$ cat config.mk
export PLATFORM = sky130hd
export DESIGN_NAME = keyed_record_set
export DESIGN_NICKNAME = d
export VERILOG_FILES = /design/src/hw/rtl/krs_pkg.sv /design/src/hw/rtl/krs_seq.sv /design/src/hw/rtl/keyed_record_set.sv
export SDC_FILE = /design/constraint.sdc
export NUM_CORES = 1
export LEC_CHECK = 0
export BUFFER_PORTS_ARGS = -buffer_cell sky130_fd_sc_hd__buf_2
export CORE_MARGIN = 3
export CORE_UTILIZATION = 57
export CTS_CLUSTER_SIZE = 28
export DETAILED_ROUTE_END_ITERATION = 7
export PLACE_DENSITY = 0.74
export SLEW_MARGIN = 10
export SYNTH_ARGS = -nofsm -noshare
export SYNTH_HDL_FRONTEND = slang
export SYNTH_SLANG_ARGS = --single-unit
$ cat constraint.sdc
create_clock -name clk -period 6.6 [get_ports clk]
set_input_delay 1.32 -clock clk [delete_from_list [all_inputs] [get_ports clk]]
set_output_delay 1.32 -clock clk [all_outputs]
set_load 0.03 [all_outputs]
$ cat src/hw/rtl/krs_pkg.sv
// shared types and codes for the keyed record set
package krs_pkg;

    localparam int KEY_W    = 44;
    localparam int YEAR_W   = 12;
    localparam int GENDER_W = 8;
    localparam int TOTAL_W  = 6;

    typedef struct packed {
        logic [KEY_W-1:0]    key;
        logic [YEAR_W-1:0]   year;
        logic [GENDER_W-1:0] gender;
    } record_t;

    typedef logic [1:0] opcode_t;
    typedef logic [2:0] status_t;

    localparam opcode_t OP_ADD    = 2'd0;
    localparam opcode_t OP_REMOVE = 2'd1;

    localparam status_t ST_ADDED     = 3'd0;
    localparam status_t ST_DUPLICATE = 3'd1;
    localparam status_t ST_FULL      = 3'd2;
    localparam status_t ST_REMOVED   = 3'd3;
    localparam status_t ST_NOTFOUND  = 3'd4;
    localparam status_t ST_COUNT     = 3'd5;

endpackage

$ cat src/hw/rtl/krs_seq.sv
// sequencer: key search, append and compaction over the record memory
module krs_seq
    import krs_pkg::*;
#(
    parameter int CAPACITY = 32,
    parameter int CW       = 6,
    parameter int AW       = 5
)
(
    input  logic                clk,
    input  logic                rst_n,
    input  logic                start,
    input  logic [1:0]          opcode,
    input  logic [KEY_W-1:0]    key,
    input  logic [YEAR_W-1:0]   birth_year,
    input  logic [GENDER_W-1:0] gender,
    output logic                busy,
    output logic                mem_re,
    output logic [AW-1:0]       mem_raddr,
    input  record_t             mem_rdata,
    output logic                mem_we,
    output logic [AW-1:0]       mem_waddr,
    output record_t             mem_wdata,
    output logic                done,
    output logic [2:0]          status,
    output logic [TOTAL_W-1:0]  entry_total
);

    localparam logic [1:0] S_IDLE  = 2'd0;
    localparam logic [1:0] S_SCAN  = 2'd1;
    localparam logic [1:0] S_SHIFT = 2'd2;

    localparam logic [CW-1:0] CAP_CNT = CW'(CAPACITY);

    logic [1:0]         state_reg, state_next;
    logic               is_add_reg, is_add_next;
    record_t            rec_reg, rec_next;
    logic [CW-1:0]      cnt_reg, cnt_next;
    logic [CW-1:0]      idx_reg, idx_next;
    logic               pend_reg, pend_next;
    logic [CW-1:0]      wr_idx_reg, wr_idx_next;
    logic               done_reg, done_next;
    status_t            status_reg, status_next;
    logic [TOTAL_W-1:0] total_reg, total_next;

    logic          issue;
    logic          match;
    logic [CW-1:0] cnt_inc;
    logic [CW-1:0] cnt_dec;

    // count as seen on the 6-bit result field
    function automatic logic [TOTAL_W-1:0] to_total(input logic [CW-1:0] c);
        logic [CW+TOTAL_W-1:0] wide;
        wide = {{TOTAL_W{1'b0}}, c};
        return wide[TOTAL_W-1:0];
    endfunction

    assign issue   = (idx_reg < cnt_reg);
    assign match   = pend_reg && (mem_rdata.key == rec_reg.key);
    assign cnt_inc = cnt_reg + 1'b1;
    assign cnt_dec = cnt_reg - 1'b1;

    always_comb
    begin
        state_next  = state_reg;
        is_add_next = is_add_reg;
        rec_next    = rec_reg;
        cnt_next    = cnt_reg;
        idx_next    = idx_reg;
        pend_next   = pend_reg;
        wr_idx_next = wr_idx_reg;
        done_next   = 1'b0;
        status_next = status_reg;
        total_next  = total_reg;
        mem_re      = 1'b0;
        mem_raddr   = idx_reg[AW-1:0];
        mem_we      = 1'b0;
        mem_waddr   = wr_idx_reg[AW-1:0];
        mem_wdata   = mem_rdata;

        case (state_reg)
            S_IDLE:
            begin
                if (start)
                begin
                    is_add_next = (opcode == OP_ADD);
                    rec_next    = '{key: key, year: birth_year, gender: gender};
                    if (opcode == OP_ADD || opcode == OP_REMOVE)
                    begin
                        state_next = S_SCAN;
                        idx_next   = '0;
                        pend_next  = 1'b0;
                    end
                    else
                    begin
                        done_next   = 1'b1;
                        status_next = ST_COUNT;
                        total_next  = to_total(cnt_reg);
                    end
                end
            end

            S_SCAN:
            begin
                if (match && is_add_reg)
                begin
                    state_next  = S_IDLE;
                    done_next   = 1'b1;
                    status_next = ST_DUPLICATE;
                    total_next  = to_total(cnt_reg);
                end
                else if (match)
                begin
                    // issue the read of the entry after the hit, if one remains
                    state_next  = S_SHIFT;
                    wr_idx_next = idx_reg - 1'b1;
                    mem_re      = issue;
                    pend_next   = issue;
                    if (issue)
                    begin
                        idx_next = idx_reg + 1'b1;
                    end
                end
                else if (idx_reg == cnt_reg)
                begin
                    state_next = S_IDLE;
                    done_next  = 1'b1;
                    if (!is_add_reg)
                    begin
                        status_next = ST_NOTFOUND;
                        total_next  = to_total(cnt_reg);
                    end
                    else if (cnt_reg == CAP_CNT)
                    begin
                        status_next = ST_FULL;
                        total_next  = to_total(cnt_reg);
                    end
                    else
                    begin
                        mem_we      = 1'b1;
                        mem_waddr   = cnt_reg[AW-1:0];
                        mem_wdata   = rec_reg;
                        cnt_next    = cnt_inc;
                        status_next = ST_ADDED;
                        total_next  = to_total(cnt_inc);
                    end
                end
                else
                begin
                    mem_re    = 1'b1;
                    idx_next  = idx_reg + 1'b1;
                    pend_next = 1'b1;
                end
            end

            S_SHIFT:
            begin
                if (pend_reg)
                begin
                    // move the arriving entry down one place
                    mem_we      = 1'b1;
                    wr_idx_next = wr_idx_reg + 1'b1;
                    mem_re      = issue;
                    pend_next   = issue;
                    if (issue)
                    begin
                        idx_next = idx_reg + 1'b1;
                    end
                end
                else
                begin
                    state_next  = S_IDLE;
                    done_next   = 1'b1;
                    cnt_next    = cnt_dec;
                    status_next = ST_REMOVED;
                    total_next  = to_total(cnt_dec);
                end
            end

            default:
            begin
                state_next = S_IDLE;
            end
        endcase
    end

    always_ff @(posedge clk or negedge rst_n)
    begin
        if (!rst_n)
        begin
            state_reg <= S_IDLE;
            cnt_reg   <= '0;
            done_reg  <= 1'b0;
        end
        else
        begin
            state_reg <= state_next;
            cnt_reg   <= cnt_next;
            done_reg  <= done_next;
        end
    end

    always_ff @(posedge clk)
    begin
        is_add_reg <= is_add_next;
        rec_reg    <= rec_next;
        idx_reg    <= idx_next;
        pend_reg   <= pend_next;
        wr_idx_reg <= wr_idx_next;
        status_reg <= status_next;
        total_reg  <= total_next;
    end

    assign busy        = (state_reg != S_IDLE);
    assign done        = done_reg;
    assign status      = status_reg;
    assign entry_total = total_reg;

endmodule

$ cat src/hw/rtl/keyed_record_set.sv
// top level: record memory and search/compaction sequencer
//
//  channel   direction  handshake         fields
//  command   in         start / busy      opcode, key, birth_year, gender
//  result    out        done (strobe)     status, entry_total
//
// a query answers in the cycle after start; an add or a remove scans the
// stored entries, with one memory read per entry scanned.
// the removal shift streams read and write-back through the one memory.
// rst_n clears the count and the sequencer; the memory holds no reset.
// busy is high after an accepted add or remove start until done is shown.
// done lasts one cycle and cannot be held off by the receiver.
module keyed_record_set
    import krs_pkg::*;
#(
    parameter int CAPACITY = 32
)
(
    input  logic                clk,
    input  logic                rst_n,
    input  logic                start,
    output logic                busy,
    input  logic [1:0]          opcode,
    input  logic [KEY_W-1:0]    key,
    input  logic [YEAR_W-1:0]   birth_year,
    input  logic [GENDER_W-1:0] gender,
    output logic                done,
    output logic [2:0]          status,
    output logic [TOTAL_W-1:0]  entry_total
);

    localparam int CW = $clog2(CAPACITY + 1);
    localparam int AW = (CAPACITY > 1) ? $clog2(CAPACITY) : 1;

    logic          mem_re;
    logic [AW-1:0] mem_raddr;
    record_t       mem_rdata_reg;
    logic          mem_we;
    logic [AW-1:0] mem_waddr;
    record_t       mem_wdata;

    record_t       rec_mem [CAPACITY];

    always_ff @(posedge clk)
    begin
        if (mem_we)
        begin
            rec_mem[mem_waddr] <= mem_wdata;
        end
        if (mem_re)
        begin
            mem_rdata_reg <= rec_mem[mem_raddr];
        end
    end

    krs_seq #(
        .CAPACITY (CAPACITY),
        .CW       (CW),
        .AW       (AW)
    ) u_seq (
        .clk         (clk),
        .rst_n       (rst_n),
        .start       (start),
        .opcode      (opcode),
        .key         (key),
        .birth_year  (birth_year),
        .gender      (gender),
        .busy        (busy),
        .mem_re      (mem_re),
        .mem_raddr   (mem_raddr),
        .mem_rdata   (mem_rdata_reg),
        .mem_we      (mem_we),
        .mem_waddr   (mem_waddr),
        .mem_wdata   (mem_wdata),
        .done        (done),
        .status      (status),
        .entry_total (entry_total)
    );

endmodule
[Word level (Yosys, flattened, before mapping)]
Memory sizes are Yosys's and may differ from the RTL's. A register that Yosys moved wholly into a read port is not among the register bits.
Cells that the tools add are included.
Word-level totals
  input port bits: 69
  bits in latches: 0
  bits in registers: 96
  word-level logic and storage cells: 131
  memories: 1
  bits in writable memories: 2048
  ROM bits: 0
  output and inout port bits: 11
Memories
  rec_mem: depth 32, bits a word 64, rd ports 1, clocked after Yosys merged registers in 1, write ports 1, RTL line keyed_record_set.sv:42  | record_t rec_mem [CAPACITY];
Operators by class
  eq/ne operators: 19
  reductions and logical operators: 15
  bitwise logic cells: 0
  magnitude comparators: 1
  shift-type cells: 0
  add/subtract/negate cells: 5
  multipliers: 0
  divide/modulo/power cells: 0
  multiplexer cells: 78
Operators with widths (number)
  64-bit 2-to-1 mux: 6
  6-bit 2-to-1 mux: 19
  44-bit equality test: 1
  6-bit one-hot mux with 3 select lines: 2
  5-bit 2-to-1 mux: 6
  6-bit one-hot mux with 2 select lines: 2
  1-bit 2-to-1 mux: 23
  3-bit 2-to-1 mux: 7
  6-bit by 1-bit adder with 6-bit output (second input constant): 3
  2-bit 2-to-1 mux: 7
  6-bit AND reduction: 2
  6-bit by 1-bit subtractor with 6-bit output (second input constant): 2
  2-bit != test (second input constant): 5
  5-bit AND reduction: 2
  3-bit one-hot mux with 3 select lines: 1
  2-bit by 1-bit != test with 1-bit output (second input constant): 4
  4-bit AND reduction: 2
  6-bit equality test: 1
  6-bit equality test (second input constant): 1
  6-bit less-than comparator: 1
  1-bit one-hot mux with 3 select lines: 2
  2-bit one-hot mux with 3 select lines: 1
  2-bit by 1-bit equality test with 1-bit output (second input constant): 2
  2-bit zero test: 2
  other kinds (11): 14

[Depth between registers and ports, before layout]
Gate-level depths: netlist of run 1.
  depth after elaboration: 9
  gate-level depth with buffers: 15

[Cells and area by module]
A second synthesis of run 1 with hierarchy kept.
Second synthesis, totals
  cell total of the unflattened synthesis: 3588
  area total of the unflattened synthesis: 85330.6 um^2
Modules (own cells, without submodules)
  keyed_record_set: instances 1, sequential area each 63420.8 um^2, area an instance 79605.1 um^2, cells each 3096
  krs_seq: instances 1, sequential area each 2807.7 um^2, area an instance 5725.5 um^2, cells each 492

[Least setup slack after synthesis of run 1]
OpenSTA, ideal clock, no wires.
  kind: register -> register
  start point: register u_seq.idx_reg[0]
  end point: memory rec_mem[16][20] (netlist name) (enable)
  period minus slack after synthesis: 6.332 ns
  setup slack: 0.268 ns
  data required time: 6.094 ns
  arrival time: 5.826 ns
  setup time: 0.506 ns
  cell stages (with the launch flop): 15
  path buffers: 6
  path through: edfxtp_1 -> buf_2 -> buf_2 -> buf_2 -> buf_2 -> inv_1 -> ha_1 -> nand2_1 -> nor3_1 -> nand2_1 -> nor2_1 -> o21ai_4 -> buf_6 -> buf_6 -> o21ai_0
On the way
  longest elaborated chain between the ends: 7
  elaborated cells between the ends (all ways): 11
RTL lines
  start, declared: RTL line krs_seq.sv:39  | logic [CW-1:0] idx_reg, idx_next;
  start signal, assigned: RTL line krs_seq.sv:207  | idx_reg <= idx_next;
  6-bit equality test *: RTL line krs_seq.sv:124  | else if (idx_reg == cnt_reg)
  1-bit 2-to-1 mux: RTL line krs_seq.sv:124
  1-bit 2-to-1 mux: RTL line krs_seq.sv:112  | else if (match)
  1-bit 2-to-1 mux: RTL line krs_seq.sv:105  | if (match && is_add_reg)
  1-bit one-hot mux with 2 select lines: RTL line krs_seq.sv:81  | case (state_reg)
  1-bit 2-to-1 mux: RTL line keyed_record_set.sv:46  | if (mem_we)
  1-bit 2-to-1 mux (implied by the code): RTL line keyed_record_set.sv:48  | rec_mem[mem_waddr] <= mem_wdata;
  end, declared: RTL line keyed_record_set.sv:42
Every way passes the cells marked *; elsewhere a longest branch is shown, timed or not.

[Worst setup path after layout of run 1]
  start point: register u_seq.cnt_reg[1]
  end point: memory rec_mem[17][61] (netlist name) (enable)
On the way
  longest elaborated chain between the ends: 9
  elaborated cells between the ends (all ways): 16
RTL lines
  start, declared: RTL line krs_seq.sv:38  | logic [CW-1:0] cnt_reg, cnt_next;
  start signal, assigned: RTL line krs_seq.sv:198  | cnt_reg <= cnt_next;
  6-bit equality test: RTL line krs_seq.sv:133  | else if (cnt_reg == CAP_CNT)
  1-bit 2-to-1 mux: RTL line krs_seq.sv:133
  1-bit 2-to-1 mux: RTL line krs_seq.sv:128  | if (!is_add_reg)
  1-bit 2-to-1 mux: RTL line krs_seq.sv:124
  1-bit 2-to-1 mux: RTL line krs_seq.sv:112
  1-bit 2-to-1 mux: RTL line krs_seq.sv:105
  1-bit one-hot mux with 2 select lines: RTL line krs_seq.sv:81
  1-bit 2-to-1 mux: RTL line keyed_record_set.sv:46
  1-bit 2-to-1 mux (implied by the code): RTL line keyed_record_set.sv:48
Several ways; a longest one is shown, not always the timed one.

==> results of run 1 <==
## kinds of logic after synthesis
family	count (synthesis)	synth area share [%]
buffers and inverters	213	1.501
xor gates and xnor gates	36	0.5195
and+or+nand+nor	465	3.525
adders and majority gates	15	0.3092
muxes	533	13.39
DFF	1527	75.47
AOI/OAI and AO/OA	466	5.291
## metal layers
metal | part of all wire, % | routed length [µm] | global-route usage (%) | vias to the layer above
li1 | - | - | - | 13560
met1 | 37 | 57100 | 37.74 | 17010
met2 | 48 | 73830 | 44.34 | 2006
met3 | 9.9 | 15140 | 5.390 | 362
met4 | 4.1 | 6296 | 11.15 | 0
met5 | 0 | 0 | 0 | -
## cell type report
type	instances	area, µm²	share of cell area [%]
clock buffer	202	4001	5.920
clock inverter	53	444.2	0.6571
inverter	23	88.84	0.1314
multi-input combinational	1515	14390	21.29
sequential	1527	45810	67.77
tap	1391	1740	2.575
timing repair buffer	139	1121	1.659
## worst max path at each step
stage	start	end	slack, ns	cells after the start
finish	u_seq.cnt_reg[1]	rec_mem[17][61]	1.71	10
global route	u_seq.cnt_reg[1]	rec_mem[17][35]	1.67	10
floorplan	u_seq.idx_reg[0]	rec_mem[16][20]	0.27	14
CTS	u_seq.cnt_reg[1]	rec_mem[17][21]	1.84	10
global placement	u_seq.cnt_reg[1]	rec_mem[17][58]	1.93	10
detailed placement	u_seq.cnt_reg[1]	rec_mem[17][58]	1.86	10
## power by group
group	switching (mW)	leakage (nW)	internal [mW]	total, mW
Combinational	5.58	5.36	2.82	8.40
Clock	3.42	2.17	4.43	7.86
Sequential	0.297	13.8	12.6	12.9
Total	9.30	21.3	19.9	29.2
## cell usage after synthesis (18+ instances only)
library cell	instances	area [µm²]
edfxtp_1	1518	45580
mux2i_1	273	2733
nand2_1	233	874.6
mux4_2	219	4932
o221ai_1	161	1410
clkbuf_1	120	450.4
o21ai_0	104	520.5
a21oi_1	87	435.4
nor2_1	75	281.5
o22ai_1	48	300.3
mux2_2	41	461.7
buf_2	38	190.2
nand3_1	29	145.1
xor2_1	27	236.5
nand2b_1	26	162.7
buf_1	23	86.33
nand4_1	23	143.9
inv_1	19	71.32
nor4_1	18	112.6
==> metrics.cfg, run 1 <==
[setup_path]
path_class=flop to flop
cp-start-kind=flop
cp-end-kind=flop
cp_max_fo=38
r2r_start=u_seq.cnt_reg[1]
cp_num_buf_inv=3
cp.arrival_ns=5.25
cpPeakStageDelay_ns=0.72
r2r_setup_slack_ns=1.71
path_cells=inv_1, ha_1, nand2_1, nor3_1, nand2_1, nor2_1, o21ai_4, buf_12, o21ai_4, buf_4
crit_required_ns=6.96
timing.rr.end=rec_mem[17][61]
r2r_cells=10
cpMaxStageDelayCell=dfrtp_1
crit_family=buffers and inverters

[yosys]
synth_fp_nets=3339
ys.flop_type=edfxtp_1
synth_seq_cells=1527
yosysWarnings=0
synthesis.area_um2=60700
synth.distinct_cells=69
synth_edf_count=1518
ys_seq_area_share_pct=75.47
avgSynthCellArea_um2=18.65
synthArstFlopShare_pct=0.5894
synthesis.instances=3255

[sta]
fin_skew_ns=0.03118
min_period_over_period_pct=74.08
hold_violations=0
setup_violations=0
tns_ns=0
max_slew_margin_pct=20.95
fmax_mhz=204.5
tightest_slew_ns=1.181
worst_slack_ns=1.711
period_minus_slack_ns=4.889
finalHoldWorstSlack_ns=0.4314
rsz0062_at_grt=false
final_max_slew_viol_count=0

[placed_design]
hpwl_um=83580
place_ws_ns=1.864
io_buffers=59
placedCellCount=4595
placed_cell_area_um2=63140
gp_congestion=0.8901

[status]
status=completed

[finish]
final_area_um2=67590
layout_commonest_cell=edfxtp_1
area_growth_syn_to_layout_pct=11.36
fin_util_pct=64.12
largest_reg_flops=1408
mostFrequentLayoutCells=1,518 x edfxtp_1, 271 x mux2i_1, 231 x nand2_1
num_antenna_cells=0
drive_gt1_share_pct=18.36
fillers=6993
layout.nets=3437
finalNonFillerCells=4850

[pwr]
irDropWorstVdd_mv=0.3994
power.density_nw_per_um2=431.5
power.leakage_nw=21.33
power_mw=29.17

[cts]
cts_buffers=147
post_cts.repair.setup_buffers=0
cts_resized=0
htreeDepth=4
cts_buffer_depth=3
cts-root-buf=clkbuf_16
hold_buffers=0
clk_latency_ns=0.75
clock-sinks=1527
path_clk_slew_ns=0.06
cts_tree=yes

[die]
top_level_ports=80
dieArea_um2=110400
start_util_pct=57.58
rows=119
dieWidth_um=332.3
die_h_um=332.3
core_um2=105400

[routing]
wl_um=152400
dr.pass1.iters=8
wire_per_inst_um=31.41
viasPerCell=6.791
ant_nets=0
drcViolationCount=0
vias=32940
drt_iter0_markers=4655

[global_route]
grtUsageTotal_pct=27.58
grt_first_pass_wirelength_um=221400
grt_pass1_vias=33050
grt_overflow=0
antenna_found_initial=2
grt_max_degree=131

[job]
maxCapViolCount=0

[min_path]
min_path_type=primary input to async pin

Power figures use the tool's default switching activity.
==> run 2, diff against run 1 <==
--- a/config.mk
+++ b/config.mk
@@ -7,7 +7,7 @@
 export LEC_CHECK = 0
 export BUFFER_PORTS_ARGS = -buffer_cell sky130_fd_sc_hd__buf_2
 export CORE_MARGIN = 3
-export CORE_UTILIZATION = 57
+export CORE_UTILIZATION = 60
 export CTS_CLUSTER_SIZE = 28
 export DETAILED_ROUTE_END_ITERATION = 7
 export PLACE_DENSITY = 0.74
==> constraint.sdc (replaced) <==
create_clock -name clk -period 4.65 [get_ports clk]
set_input_delay 0.93 -clock clk [delete_from_list [all_inputs] [get_ports clk]]
set_output_delay 0.93 -clock clk [all_outputs]
set_load 0.03 [all_outputs]
==> run 2 against run 1 <==
Against the previous run: combinational power rose by 43%; largest cell class unchanged; utilization up 4.5 points; clock skew fell by 0.00092 ns; global-route usage grew 2.5 points; final area rose by 1.7%; first-iteration DRC count fell by 7.7%; sequential power grew 42%; register-to-register slack lost 1.3 ns; critical endpoint is now rec_mem[24][34]; largest power group unchanged; clock power rose by 53%; sequential share of layout area down 1.1 points; hold slack got worse by 0.38 ns.
==> metrics.cfg, run 2 (synthesized netlist as in run 1, its figures left out) <==
[pwr]
power.leakage_nw=21.89  ; was 21.33 nW
irDropWorstVdd_mv=0.5422  ; was 0.3994 mV
power.density_nw_per_um2=615.3  ; was 431.5 nW/µm²
power_mw=42.29  ; was 29.17 mW

[global_route]
grtUsageTotal_pct=30.05  ; was 27.58%
grt_first_pass_wirelength_um=223800  ; was 221,400 µm
grt_pass1_vias=33170  ; was 33,050
grt_max_degree=127  ; was 131
antenna_found_initial=5  ; was 2
grt_overflow=0  ; unchanged

[cts]
clk_latency_ns=0.76  ; was 0.75 ns
hold_buffers=0  ; unchanged
post_cts.repair.setup_buffers=0  ; unchanged
path_clk_slew_ns=0.06  ; about the same
cts_buffer_depth=3  ; unchanged
cts-root-buf=clkbuf_16  ; unchanged
cts_tree=yes  ; unchanged
clock-sinks=1527  ; unchanged
cts_buffers=149  ; was 147
cts_resized=0  ; unchanged
htreeDepth=4  ; unchanged

[setup_path]
cpPeakStageDelay_ns=0.77  ; was 0.72 ns
cp.arrival_ns=4.66  ; was 5.25 ns
cpMaxStageDelayCell=o21ai_4  ; was dfrtp_1
path_class=flop to flop  ; unchanged
cp_max_fo=32  ; was 38
cp-start-kind=flop  ; unchanged
crit_required_ns=5.05  ; was 6.96 ns
cp-end-kind=flop  ; unchanged
path_cells=xor2_1, nor4_1, nand4_1, o21ai_4, buf_4, mux2_2  ; was inv_1, ha_1, nand2_1, nor3_1, nand2_1, nor2_1, o21ai_4, buf_12, o21ai_4, buf_4

[sta]
tns_ns=0  ; unchanged
worst_slack_ns=0.3822  ; was 1.711 ns
fmax_mhz=234.3  ; was 204.5 MHz
setup_violations=0  ; unchanged
finalHoldWorstSlack_ns=0.04843  ; was 0.4314 ns
tightest_slew_ns=1.294  ; was 1.181 ns
final_max_slew_viol_count=0  ; unchanged
rsz0062_at_grt=false  ; unchanged
period_minus_slack_ns=4.268  ; was 4.889 ns
min_period_over_period_pct=91.78  ; was 74.08%
hold_violations=0  ; unchanged
max_slew_margin_pct=13.40  ; was 20.95%
fin_skew_ns=0.03025  ; was 0.03118 ns

[finish]
regArea_um2=45810  ; unchanged
finalNonFillerCells=4813  ; was 4,850
fillers=6137  ; was 6,993
drive_gt1_share_pct=19.89  ; was 18.36%
mostFrequentLayoutCells=1,518 x edfxtp_1, 271 x mux2i_1, 231 x nand2_1  ; unchanged
largest_reg_flops=1408  ; unchanged
area_growth_syn_to_layout_pct=13.22  ; was 11.36%
layout_commonest_cell=edfxtp_1  ; unchanged
fin_util_pct=68.62  ; was 64.12%
layout.nets=3481  ; was 3,437
multi_input_area_um2=14390  ; about the same
final_area_um2=68720  ; was 67,590 µm²

[routing]
wire_per_inst_um=32.26  ; was 31.41 µm
drt_iter0_markers=4298  ; was 4,655
viasPerCell=6.925  ; was 6.791
vias=33330  ; was 32,940
wl_um=155200  ; was 152,400 µm
ant_nets=0  ; unchanged
drcViolationCount=0  ; unchanged
dr.pass1.iters=7  ; was 8

[die]
rows=116  ; was 119
start_util_pct=60.61  ; was 57.58%
core_um2=100100  ; was 105,400 µm²
dieArea_um2=105000  ; was 110,400 µm²
top_level_ports=80  ; unchanged
dieWidth_um=324.1  ; was 332.3 µm
die_h_um=324.1  ; was 332.3 µm

[placed_design]
gp_congestion=0.9255  ; was 0.8901
place_ws_ns=0.5717  ; was 1.864 ns
placedCellCount=4544  ; was 4,595
io_buffers=59  ; unchanged
hpwl_um=84650  ; was 83,580 µm
placed_cell_area_um2=63840  ; was 63,140 µm²

[status]
status=completed  ; unchanged

[min_path]
min_path_type=primary input to async pin  ; unchanged

[job]
maxCapViolCount=0  ; unchanged

==> run 2: cell type report <==
type	count	share of cell area, %
Clock buffer	174	5.655
Clock inverter	94	1.444
Timing Repair Buffer	181	2.818
Sequential cell	1527	66.66
Multi-Input combinational cell	1515	20.93
Antenna cell	1	0.003641
Inverter	23	0.1293
Tap cell	1298	2.363
==> run 2: report_power, final <==
part	leakage [nW]	internal (mW)	switching, mW	total, mW
combinational	5.71	4.12	7.84	12.0
sequential	13.8	17.9	0.398	18.3
clock	2.38	7.04	5.00	12.0
total	21.9	29.0	13.2	42.3
==> run 2: path summary, 6_finish.rpt <==
kind	from	end	slack [ns]	cells after the start
min reg2reg	u_seq.state_reg[1]	u_seq.state_reg[1]	0.60	2
max reg2reg	u_seq.rec_reg[27]	rec_mem[24][34]	0.38	6
min	rst_n	u_seq.state_reg[1]	0.05	1
min in group clk	key[27]	u_seq.rec_reg[47]	0.36	1
max	u_seq.rec_reg[27]	rec_mem[24][34]	0.38	6
max in group asynchronous	rst_n	u_seq.cnt_reg[3]	4.38	1
==> run 2: per-layer routing <==
metal	global-route usage, %	wire length [µm]	vias to the layer above
met5	0	36	-
li1	-	-	13670
met3	7.006	17190	414
met4	13.48	7092	6
met2	46.91	73500	2124
met1	41.10	57420	17110
==> run 2: worst max-delay path: cells and delay by family, from the launching register on <==
kind	cells	cell delay (ns)
flip-flops	1	0.56
AND/OR/NAND/NOR	2	1.13
multiplexers	1	0.61
buffers and inverters	1	0.54
AO/OA/AOI/OAI	1	0.77
XOR/XNOR	1	0.26
